### src/dcc_pkg.sv
`timescale 1ns / 1ps

package dcc_pkg;

   // Operation codes carried on the request channel's tuser.
   localparam logic [1:0] OP_POSITION = 2'd0;
   localparam logic [1:0] OP_INSTR    = 2'd1;
   localparam logic [1:0] OP_JUMP     = 2'd2;
   localparam logic [1:0] OP_RESTART  = 2'd3;

   // Result kinds carried on the response channel's tuser.
   localparam logic [1:0] KIND_FETCH = 2'd0;
   localparam logic [1:0] KIND_WRITE = 2'd1;
   localparam logic [1:0] KIND_PAUSE = 2'd2;
   localparam logic [1:0] KIND_DONE  = 2'd3;

   // Configuration register indexes.
   localparam logic [1:0] CSR_COPPER_ENABLED = 2'd0;
   localparam logic [1:0] CSR_DANGER_LEVEL   = 2'd1;
   localparam logic [1:0] CSR_LIST_START     = 2'd2;

   // Defaults for the top-level parameters.
   localparam int LINE_PIXELS_DEFAULT     = 512;
   localparam int MAX_PER_SEGMENT_DEFAULT = 57;

   // Depth of the result queue; it must hold two items beyond the in-flight one.
   localparam int RSP_QUEUE_DEPTH = 4;

   // Field widths.
   localparam int ADDR_W  = 24;
   localparam int WORD_W  = 16;
   localparam int XPIX_W  = 10;
   localparam int LINE_W  = 9;
   localparam int REQ_DATA_W = 80;
   localparam int RSP_DATA_W = 56;
   localparam int CSR_DATA_W = 24;

   typedef struct packed {
      logic [1:0]        op;
      logic [XPIX_W-1:0] x_pixel;
      logic [LINE_W-1:0] line;
      logic              blitter_busy;
      logic [WORD_W-1:0] first_word;
      logic [WORD_W-1:0] second_word;
      logic [ADDR_W-1:0] jump_address;
   } dcc_item_type;

   typedef struct packed {
      logic [1:0]        kind;
      logic [ADDR_W-1:0] address;
      logic [WORD_W-1:0] data;
      logic [XPIX_W-1:0] end_x;
      logic              last;
   } dcc_result_type;

   typedef struct packed {
      logic              copper_enabled;
      logic [2:0]        danger_level;
      logic [ADDR_W-1:0] list_start;
   } dcc_cfg_type;

   // Builds one result item.
   function automatic dcc_result_type make_result(input logic [1:0]        kind,
                                                  input logic [ADDR_W-1:0] address,
                                                  input logic [WORD_W-1:0] data,
                                                  input logic [XPIX_W-1:0] end_x,
                                                  input logic              last);
      dcc_result_type r;
      r.kind    = kind;
      r.address = address;
      r.data    = data;
      r.end_x   = end_x;
      r.last    = last;
      return r;
   endfunction

endpackage

### src/dcc_seq.sv
`timescale 1ns / 1ps

module dcc_seq #(
   parameter int LINE_PIXELS     = dcc_pkg::LINE_PIXELS_DEFAULT,
   parameter int MAX_PER_SEGMENT = dcc_pkg::MAX_PER_SEGMENT_DEFAULT
) (
   input  logic                   clock,
   input  logic                   reset,
   input  logic                   step,
   input  dcc_pkg::dcc_item_type  item,
   input  dcc_pkg::dcc_cfg_type   cfg,
   output logic [1:0]             res_count,
   output dcc_pkg::dcc_result_type res0,
   output dcc_pkg::dcc_result_type res1
);
   import dcc_pkg::*;

   // Highest color clock a wait can still reach on the current line.
   localparam logic [9:0] REACH_CLOCK = 10'((LINE_PIXELS - 1) / 2);
   localparam logic [5:0] SEG_LIMIT   = 6'(MAX_PER_SEGMENT);

   typedef struct packed {
      dcc_result_type    res;
      logic              waiting;
      logic              wait_blitter;
      logic [ADDR_W-1:0] pc;
   } check_type;

   // Sequencer state.
   logic [ADDR_W-1:0] pc_ff, pc_in;
   logic              waiting_ff, waiting_in;
   logic [7:0]        wait_line_ff, wait_line_in;
   logic [7:0]        wait_clock_ff, wait_clock_in;
   logic              wait_blitter_ff, wait_blitter_in;
   logic [9:0]        beam_clock_ff, beam_clock_in;
   logic [7:0]        beam_line_ff, beam_line_in;
   logic [5:0]        count_ff, count_in;

   // Fetches at pc; a pending wait may end the line, pause, or pass first.
   function automatic check_type check_wait(input logic              waiting,
                                            input logic [7:0]        wl,
                                            input logic [7:0]        wc,
                                            input logic              wb,
                                            input logic [7:0]        bl,
                                            input logic [9:0]        bc,
                                            input logic [ADDR_W-1:0] pc,
                                            input logic              busy);
      check_type c;
      c.waiting      = waiting;
      c.wait_blitter = wb;
      c.pc           = pc;
      c.res          = make_result(KIND_FETCH, pc, '0, '0, 1'b1);
      if (waiting) begin
         if (bl < wl) begin
            c.res = make_result(KIND_DONE, '0, '0, '0, 1'b1);
         end else if (bl == wl && bc < {2'b00, wc}) begin
            if ({2'b00, wc} > REACH_CLOCK) begin
               c.res = make_result(KIND_DONE, '0, '0, '0, 1'b1);
            end else begin
               c.res = make_result(KIND_PAUSE, '0, '0, {1'b0, wc, 1'b0}, 1'b1);
            end
         end else if (wb && busy) begin
            c.res = make_result(KIND_DONE, '0, '0, '0, 1'b1);
         end else begin
            c.wait_blitter = 1'b0;
            c.waiting      = 1'b0;
            c.pc           = pc + ADDR_W'(4);
            c.res          = make_result(KIND_FETCH, c.pc, '0, '0, 1'b1);
         end
      end
      return c;
   endfunction

   // Executes one item against the current state.
   always_comb begin
      logic [WORD_W-1:0] w1;
      logic [WORD_W-1:0] w2;
      logic [8:0]        reg_ofs;
      logic [7:0]        cond_line;
      logic [7:0]        cond_clock;
      logic              cond_blitter;
      logic              early;
      logic              protect;
      logic              second;
      dcc_result_type    tail;
      check_type         chk;

      w1           = item.first_word;
      w2           = item.second_word;
      reg_ofs      = {w1[8:1], 1'b0};
      cond_line    = w1[15:8] & {1'b1, w2[14:8]};
      cond_clock   = w1[7:0] & w2[7:0] & 8'hfe;
      cond_blitter = ~w2[15];
      early        = 1'b0;
      protect      = 1'b0;
      second       = 1'b0;
      tail         = make_result(KIND_DONE, '0, '0, '0, 1'b1);
      chk          = '0;

      pc_in           = pc_ff;
      waiting_in      = waiting_ff;
      wait_line_in    = wait_line_ff;
      wait_clock_in   = wait_clock_ff;
      wait_blitter_in = wait_blitter_ff;
      beam_clock_in   = beam_clock_ff;
      beam_line_in    = beam_line_ff;
      count_in        = count_ff;
      res_count       = 2'd0;
      res0            = make_result(KIND_DONE, '0, '0, '0, 1'b1);
      res1            = make_result(KIND_DONE, '0, '0, '0, 1'b1);

      case (item.op)
         OP_JUMP: begin
            pc_in      = item.jump_address;
            waiting_in = 1'b0;
         end
         OP_RESTART: begin
            pc_in      = cfg.list_start;
            waiting_in = 1'b0;
         end
         OP_POSITION: begin
            beam_clock_in = {1'b0, item.x_pixel[9:1]};
            beam_line_in  = item.line[7:0];
            count_in      = '0;
            res_count     = 2'd1;
            if (cfg.copper_enabled) begin
               chk = check_wait(waiting_ff, wait_line_ff, wait_clock_ff, wait_blitter_ff,
                                beam_line_in, beam_clock_in, pc_ff, item.blitter_busy);
               res0            = chk.res;
               waiting_in      = chk.waiting;
               wait_blitter_in = chk.wait_blitter;
               pc_in           = chk.pc;
            end
         end
         OP_INSTR: begin
            if (!cfg.copper_enabled || waiting_ff || count_ff >= SEG_LIMIT) begin
               res_count = 2'd1;
            end else begin
               // Execute MOVE, WAIT or SKIP.
               if (!w1[0]) begin
                  pc_in = pc_ff + ADDR_W'(4);
                  if (({1'b0, reg_ofs} + {2'b00, cfg.danger_level, 5'b00000}) < 10'h080) begin
                     protect       = 1'b1;
                     waiting_in    = 1'b1;
                     wait_line_in  = 8'hff;
                     wait_clock_in = 8'hfe;
                  end else begin
                     second = 1'b1;
                     res0   = make_result(KIND_WRITE, ADDR_W'(reg_ofs), w2, '0, 1'b0);
                  end
               end else if (!w2[0]) begin
                  waiting_in      = 1'b1;
                  wait_line_in    = cond_line;
                  wait_clock_in   = cond_clock;
                  wait_blitter_in = cond_blitter;
               end else begin
                  early = (beam_line_ff < cond_line)
                       || (beam_line_ff == cond_line && beam_clock_ff < {2'b00, cond_clock})
                       || (cond_blitter && item.blitter_busy);
                  pc_in = pc_ff + (early ? ADDR_W'(4) : ADDR_W'(8));
               end

               if (protect) begin
                  res_count = 2'd1;
               end else begin
                  // Advance beam and segment count; below the limit, check or fetch.
                  beam_clock_in = beam_clock_ff + 10'd4;
                  count_in      = count_ff + 6'd1;
                  if (count_in < SEG_LIMIT) begin
                     chk = check_wait(waiting_in, wait_line_in, wait_clock_in,
                                      wait_blitter_in, beam_line_ff, beam_clock_in,
                                      pc_in, item.blitter_busy);
                     tail            = chk.res;
                     waiting_in      = chk.waiting;
                     wait_blitter_in = chk.wait_blitter;
                     pc_in           = chk.pc;
                  end
                  if (second) begin
                     res1      = tail;
                     res_count = 2'd2;
                  end else begin
                     res0      = tail;
                     res_count = 2'd1;
                  end
               end
            end
         end
         default: begin
            res_count = 2'd0;
         end
      endcase
   end

   // State update on each processed item.
   always_ff @(posedge clock) begin
      if (reset) begin
         pc_ff           <= '0;
         waiting_ff      <= 1'b0;
         wait_line_ff    <= '0;
         wait_clock_ff   <= '0;
         wait_blitter_ff <= 1'b0;
         beam_clock_ff   <= '0;
         beam_line_ff    <= '0;
         count_ff        <= '0;
      end else if (step) begin
         pc_ff           <= pc_in;
         waiting_ff      <= waiting_in;
         wait_line_ff    <= wait_line_in;
         wait_clock_ff   <= wait_clock_in;
         wait_blitter_ff <= wait_blitter_in;
         beam_clock_ff   <= beam_clock_in;
         beam_line_ff    <= beam_line_in;
         count_ff        <= count_in;
      end
   end

endmodule

### src/dcc_rsp_queue.sv
`timescale 1ns / 1ps

module dcc_rsp_queue (
   input  logic                    clock,
   input  logic                    reset,
   input  logic [1:0]              push_count,
   input  dcc_pkg::dcc_result_type push0,
   input  dcc_pkg::dcc_result_type push1,
   output logic                    room2,
   output logic                    out_valid,
   input  logic                    out_ready,
   output dcc_pkg::dcc_result_type out_item
);
   import dcc_pkg::*;

   localparam int PTR_W = $clog2(RSP_QUEUE_DEPTH);
   localparam int CNT_W = $clog2(RSP_QUEUE_DEPTH + 1);

   dcc_result_type   q_ff [RSP_QUEUE_DEPTH];
   logic [PTR_W-1:0] wr_ptr_ff, wr_ptr_in;
   logic [PTR_W-1:0] rd_ptr_ff, rd_ptr_in;
   logic [CNT_W-1:0] count_ff, count_in;
   logic             pop;
   logic [PTR_W-1:0] wr_next;

   assign out_valid = (count_ff != '0);
   assign out_item  = q_ff[rd_ptr_ff];
   assign room2     = (count_ff <= CNT_W'(RSP_QUEUE_DEPTH - 2));
   assign pop       = out_valid && out_ready;
   assign wr_next   = wr_ptr_ff + PTR_W'(1);

   // Pointer and fill count bookkeeping.
   always_comb begin
      wr_ptr_in = wr_ptr_ff + PTR_W'(push_count);
      rd_ptr_in = rd_ptr_ff + PTR_W'(pop);
      count_in  = count_ff + CNT_W'(push_count) - CNT_W'(pop);
   end

   always_ff @(posedge clock) begin
      if (reset) begin
         wr_ptr_ff <= '0;
         rd_ptr_ff <= '0;
         count_ff  <= '0;
      end else begin
         wr_ptr_ff <= wr_ptr_in;
         rd_ptr_ff <= rd_ptr_in;
         count_ff  <= count_in;
      end
   end

   // Result storage: up to two items written per cycle.
   always_ff @(posedge clock) begin
      if (push_count != 2'd0) begin
         q_ff[wr_ptr_ff] <= push0;
      end
      if (push_count == 2'd2) begin
         q_ff[wr_next] <= push1;
      end
   end

endmodule

### src/display_copper_coprocessor.sv
`timescale 1ns / 1ps
// Items are held in the input register and results in the result queue.
// Items go in one per cycle while the queue has room for two, results leave one
// per cycle while rsp is ready; a write followed by a fetch or line end gives two.
// The four-entry result queue sets how far req runs ahead of a stalled rsp side.
// Reset (synchronous, active high) clears sequencer, config and queue pointers.
module display_copper_coprocessor #(
   parameter int LINE_PIXELS     = dcc_pkg::LINE_PIXELS_DEFAULT,
   parameter int MAX_PER_SEGMENT = dcc_pkg::MAX_PER_SEGMENT_DEFAULT
) (
   input  logic                           clock,
   input  logic                           reset,
   // Request channel.
   input  logic                           req_tvalid,
   output logic                           req_tready,
   // tdata: x_pixel[9:0], line[18:10], blitter_busy[19], first_word[35:20],
   //        second_word[51:36], jump_address[75:52], zero fill [79:76]
   input  logic [dcc_pkg::REQ_DATA_W-1:0] req_tdata,
   // tuser: op[1:0]
   input  logic [1:0]                     req_tuser,
   // Result channel.
   output logic                           rsp_tvalid,
   input  logic                           rsp_tready,
   // tdata: address[23:0], data[39:24], end_x[49:40], zero fill [55:50]
   output logic [dcc_pkg::RSP_DATA_W-1:0] rsp_tdata,
   // tuser: kind[1:0]
   output logic [1:0]                     rsp_tuser,
   output logic                           rsp_tlast,
   // Configuration write port.
   input  logic                           csr_we,
   input  logic [1:0]                     csr_index,
   input  logic [dcc_pkg::CSR_DATA_W-1:0] csr_wdata
);
   import dcc_pkg::*;

   dcc_cfg_type    cfg_ff;
   dcc_item_type   item_ff;
   logic           item_valid_ff;
   logic           step;
   logic           room2;
   logic [1:0]     res_count;
   logic [1:0]     push_count;
   dcc_result_type res0;
   dcc_result_type res1;
   dcc_result_type out_item;

   // Configuration registers.
   always_ff @(posedge clock) begin
      if (reset) begin
         cfg_ff <= '0;
      end else if (csr_we) begin
         case (csr_index)
            CSR_COPPER_ENABLED: cfg_ff.copper_enabled <= csr_wdata[0];
            CSR_DANGER_LEVEL:   cfg_ff.danger_level   <= csr_wdata[2:0];
            CSR_LIST_START:     cfg_ff.list_start     <= csr_wdata[ADDR_W-1:0];
            default: begin
               cfg_ff <= cfg_ff;
            end
         endcase
      end
   end

   // Input register; the held item is processed once the queue has room for two.
   assign step       = item_valid_ff && room2;
   assign req_tready = !item_valid_ff || step;
   assign push_count = step ? res_count : 2'd0;

   always_ff @(posedge clock) begin
      if (reset) begin
         item_valid_ff <= 1'b0;
      end else if (req_tready) begin
         item_valid_ff <= req_tvalid;
      end
   end

   always_ff @(posedge clock) begin
      if (req_tvalid && req_tready) begin
         item_ff.op           <= req_tuser;
         item_ff.x_pixel      <= req_tdata[9:0];
         item_ff.line         <= req_tdata[18:10];
         item_ff.blitter_busy <= req_tdata[19];
         item_ff.first_word   <= req_tdata[35:20];
         item_ff.second_word  <= req_tdata[51:36];
         item_ff.jump_address <= req_tdata[75:52];
      end
   end

   dcc_seq #(
      .LINE_PIXELS     (LINE_PIXELS),
      .MAX_PER_SEGMENT (MAX_PER_SEGMENT)
   ) u_seq (
      .clock     (clock),
      .reset     (reset),
      .step      (step),
      .item      (item_ff),
      .cfg       (cfg_ff),
      .res_count (res_count),
      .res0      (res0),
      .res1      (res1)
   );

   dcc_rsp_queue u_rsp_queue (
      .clock      (clock),
      .reset      (reset),
      .push_count (push_count),
      .push0      (res0),
      .push1      (res1),
      .room2      (room2),
      .out_valid  (rsp_tvalid),
      .out_ready  (rsp_tready),
      .out_item   (out_item)
   );

   // Result packing.
   assign rsp_tdata = {6'b000000, out_item.end_x, out_item.data, out_item.address};
   assign rsp_tuser = out_item.kind;
   assign rsp_tlast = out_item.last;

endmodule
### config.mk
export PLATFORM = sky130hd
export DESIGN_NAME = display_copper_coprocessor
export DESIGN_NICKNAME = d
export VERILOG_FILES = /design/src/dcc_pkg.sv /design/src/dcc_seq.sv /design/src/dcc_rsp_queue.sv /design/src/display_copper_coprocessor.sv
export SDC_FILE = /design/constraint.sdc
export NUM_CORES = 1
export LEC_CHECK = 0
export ABC_AREA = 1
export BUFFER_PORTS_ARGS = -buffer_cell sky130_fd_sc_hd__buf_2
export CORE_UTILIZATION = 30
export CTS_CLUSTER_SIZE = 14
export DETAILED_ROUTE_END_ITERATION = 8
export REMOVE_ABC_BUFFERS = 1
export SLEW_MARGIN = 10
export SYNTH_ARGS = -nofsm -noshare
export SYNTH_HDL_FRONTEND = slang
export SYNTH_SLANG_ARGS = --single-unit
### constraint.sdc
create_clock -name clock -period 13.9 [get_ports clock]
set_input_delay 2.78 -clock clock [delete_from_list [all_inputs] [get_ports clock]]
set_output_delay 2.78 -clock clock [all_outputs]
set_load 0.005 [all_outputs]
---- Word level (Yosys, flattened, before mapping) ----
Memory sizes are Yosys's and may differ from the RTL's. A register that Yosys moved wholly into a read port is not among the register bits.
Cells that the tools add are included.
word-level totals
  bits in registers ....................... 179
  bits in writable memories ............... 212
  input port bits ......................... 113
  output and inout bits ................... 61
  logic and storage cells ................. 184
  memories kept ........................... 1
memories
  name              words  bits a word  rd ports  clocked after memory_dff  write ports  line                 RTL
  u_rsp_queue.q_ff  4      53           1         1                         2            dcc_rsp_queue.sv:19  dcc_result_type q_ff [RSP_QUEUE_DEPTH];
cells by class
  $add $sub $neg .......................... 11
  $lt $le $gt $ge ......................... 10
  eq/ne operators ......................... 16
  mux-type cells .......................... 89
  bitwise gates (word level) .............. 4
  reductions and logical operators ........ 31
operators by type and width
  operator               number
  $mux 53                17
  $mux 24                8
  $mux 79                2
  $mux 26                6
  $pmux 53 s2            1
  $pmux 24 s4            1
  $mux 8                 10
  $add 24x3->24 const B  2
  $mux 1                 29
  $add 24x24->24         1
  $eq 8x8->1             3
  $lt 8x8->1             3
  $lt 10x8->1            2
  $mux 10                2
  $pmux 10 s2            1
  $and 8x8->8            2
  $mux 6                 2
  $ne 2x2->1 const B     6
  $pmux 6 s2             1
  $add 10x3->10 const B  1
  $add 9x8->10           1
  $lt 10x8->1 const B    1
  $mux 2                 5
  $logic_and 1x1->1      9
  29 further kinds       45

---- Depth between registers and ports, before layout ----
  word-level depth ........................ 21
  mapped depth ............................ 31
  mapped depth without buffers ............ 31

---- Cells and area by module ----
From an unflattened synthesis, not the netlist that was laid out.
unflattened totals
  cells, all modules ...................... 2909
  area, all modules ....................... 23069.6 um2
modules (own cells, without submodules)
  module                      times used  cells each  area each (um2)  seq. area each (um2)
  dcc_rsp_queue               1           1098        10602.7          6506.2
  dcc_seq                     1           1533        8839.7           1321.3
  display_copper_coprocessor  1           278         3627.2           2922.8

---- Worst setup path before layout ----
OpenSTA, ideal clock, no wires.
  path type ............................... input-to-reg
  start ................................... input port req_tvalid
  end ..................................... register item_ff[0] (netlist bit) (enable)
  library setup time ...................... 0.535 ns
  arrival ................................. 6.502 ns
  required time ........................... 13.365 ns
  setup slack ............................. 6.863 ns
  stages on the path ...................... 2
  buffers on the path ..................... 0
  cell sequence ........................... inv_1 -> a21oi_1
on the way
  word-level cells in the longest chain between the ends .. 1
ends and longest elaborated chain
  what               line                              RTL
  start, declared    display_copper_coprocessor.sv:14  input logic req_tvalid,
  $logic_and 1x1->1  display_copper_coprocessor.sv:77  if (req_tvalid && req_tready) begin
  end, declared      display_copper_coprocessor.sv:37  dcc_item_type item_ff;
No other way between the ends.
A chain may end at the register's enable or synchronous reset.

==> run summary <==
YS warnings: 0
average wire per cell in the routed design: 18.6 microns
worst hold margin: 0.457 ns
Worst Setup EP: rsp_tdata[7]
antenna viol nets, final: 0
commonest non-fill, non-tap cell in the layout: nand2_1
clock sinks: 382
status: finished, final reports clean
Clock Tree Buf Depth: 3
Fillers: 7,188
Tightest Hold Check Type: register to register
Worst-path clk slew: 0.06 ns
initial antenna violation count: 3
share of post-route cells with drive strength above 1: 14.6%
area grow syn2layout: 14.3%
FMAX: 171 MHz
largest net degree at the start of global routing: 105
DP Worst Slack: 8.52 ns
Crit. End Element: output port
DRC errors left: 0
Distinct cells, synth: 64
initial DRC count: 1,689
core area: 68,800 sq um
Worst Path Class, Setup: register to output port
Setup violations, final: 0
Seq/Total Area, Yosys: 46.7%
clk_skew: 0.0387 ns
insertion delay to the later sink of the worst-skew pair: 0.59 ns
PwrDens: 133 nW/um^2
Final Power: 3.19 mW
Slew Viols, Final: 0
via count: 18.5k
Final GP Congestion: 0.935
GRT overflow: 0
cts hold-fix bufs: 0
Max Cap Viol: 0
Worst R2R Start: item_ff[40]
port buffer count: 159
Relative slew margins: 22.2%
number of setup buffers added after CTS: 0
mapped cell area: 20,900 sq um
TritonCTS Buffers: 40
first-pass GRT wire length: 103,000 microns
Critical Path RT: 11.12 ns
Tmin final: 5.85 ns
NumNets Final: 2,874
P_leak: 9.19 nW
WL final: 68,000 microns
Worst Tran Pin Value: 1.17 ns
post-DP HPWL: 48,400 microns
drt pass-1 iters: 6
most frequent cells in the layout: nand2_1, o21ai_0, nor2_1
vias in the first global route: 17.0k
Chip Width: 266 microns
R2R Setup Slk: 8.41 ns
reg2reg end: u_seq.pc_ff[5]
hold path startpoint: cfg_ff[17]
register bit total from synthesis: 382
EDFF count, synth: 212
H-tree depth: 2
crit path launch type: register
Crit Path Max Fanout: 104
Ports: 174
die area: 70,800 sq um
Die Ht: 266 microns
unrepaired setup endpoints after global routing: false
gate count of the mapped netlist: 2,596
period utilization: 42.1%
Worst Path Arrival: 3.07 ns
syn_area_per_cell: 8.06 sq um
Critical Path Start: u_rsp_queue.rd_ptr_ff[0]
via/cell ratio: 5.06
row count: 96
final-report hold violation count: 0
Worst VDD drop: 0.0915 mV
Antenna Cells: 0
clock tree from TritonCTS: yes
All-Layer GR Usage: 18.8%
Initial Utilization: 30.4%
Setup WS post-layout: 8.05 ns
Final TNS setup: 0 ns
Root Buffer: clkbuf_16
prevailing post-synth register cell: edfxtp_1
Async S/R FF share, synth: 0%
R2R cell count: 18
post-cts sizing count: 0
## sequential cells by signal (all words and copies together), names as in the netlist
register / count
u_seq.beam_line_ff: 8
u_seq.pc_ff: 24
item_ff: 76
item_valid_ff: 1
u_seq.wait_clock_ff: 8
u_seq.wait_blitter_ff: 1
u_seq.waiting_ff: 1
u_seq.count_ff: 6
u_rsp_queue.q_ff: 204
u_seq.wait_line_ff: 8
u_rsp_queue.count_ff: 3
u_rsp_queue.rd_ptr_ff: 2
u_rsp_queue.wr_ptr_ff: 2
cfg_ff: 28
u_seq.beam_clock_ff: 10
## logic make-up after synthesis
logic type	share of synthesized area [%]
simple gates	23.7
flops	46.7
buf+inv	6.35
compound gates	18.7
xor+xnor	0.748
other cells	0.0179
fa+ha+maj	3.78
## synthesized netlist by cell type, types with 5 or more instances
cell type	count	area, sq um
nand2_1	502	1880
o21ai_1	22	110
buf_2	15	75.1
edfxtp_1	212	6370
a31oi_1	6	37.5
a221oi_1	10	87.6
o211ai_1	7	52.6
o21ai_0	334	1670
dfxtp_1	170	3400
inv_2	21	78.8
clkbuf_1	105	394
xor2_1	13	114
nor2_2	23	144
nand3_1	125	626
nor2_8	7	140
ha_1	60	751
nand2_2	25	156
o22ai_1	115	719
o21a_1	7	52.6
a22oi_1	5	37.5
nor2_4	10	113
a21oi_1	140	701
nor3_2	5	50.1
nand3_2	9	90.1
nor2_1	314	1180
inv_1	183	687
nand2_4	8	90.1
or2_2	10	62.6
nand4_1	30	188
buf_4	10	75.1
nor3_1	16	80.1
a211oi_1	11	82.6
o21ai_2	10	87.6
## power breakdown
group          total, mW  internal, mW  switching, mW  leakage, nW
sequential          1.34          1.28         0.0561         3.37
combinational      0.783         0.253          0.530         5.19
clock               1.07         0.606          0.464        0.631
total               3.19          2.14           1.05         9.19
## how the worst min path moves through the flow
| stage | end | slack [ns] | cells after the start |
|---|---|---|---|
| final | cfg_ff[17] | 0.46 | 2 |
| after floorplan | u_rsp_queue.q_ff[0][11] | 0.43 | 2 |
| after global routing | cfg_ff[3] | 0.47 | 2 |
| after detailed placement | u_rsp_queue.q_ff[0][23] | 0.45 | 2 |
| after global placement | u_rsp_queue.q_ff[0][24] | 0.44 | 2 |
| after CTS | u_rsp_queue.q_ff[0][17] | 0.46 | 2 |
## worst max-delay path, cell delays in order (launching register included)
cell,delay (ns)
dfxtp_2,0.31
buf_4,0.42
inv_2,0.12
buf_4,0.80
o21ai_0,0.17
o22ai_1,0.43
buf_2,0.20
## per-layer routing
metal  vias to the layer above  track usage (%)  wire length (microns)
li1                       9157                -                      -
met1                      8612             25.6                  30500
met2                       637             30.6                  31200
met3                       106             2.56                   4310
met4                         4             6.17                   1950
met5                         -                0                     25
## metrics by stage
stage / instance area [sq um] / util (%) / cells
6_report: 23900 / 34.7 / 3662
5_1_grt: 23900 / 34.7 / 3662
4_1_cts: 23900 / 34.7 / 3662
3_5_place_dp: 22600 / 32.8 / 3588
3_3_place_gp: 22600 / 32.8 / 3588
2_1_floorplan: 20400 / - / 2471
## layout make-up
cell class,instances,area [sq um],area share (%)
clock buffers,62,1170,4.89
clock inverters,12,140,0.586
inverters,207,777,3.25
multi-input cells,1882,9880,41.3
flip-flops and latches,382,9770,40.9
well taps,931,1160,4.87
repair buffers,186,998,4.18
No activity file was read; power rests on OpenSTA's default activity.
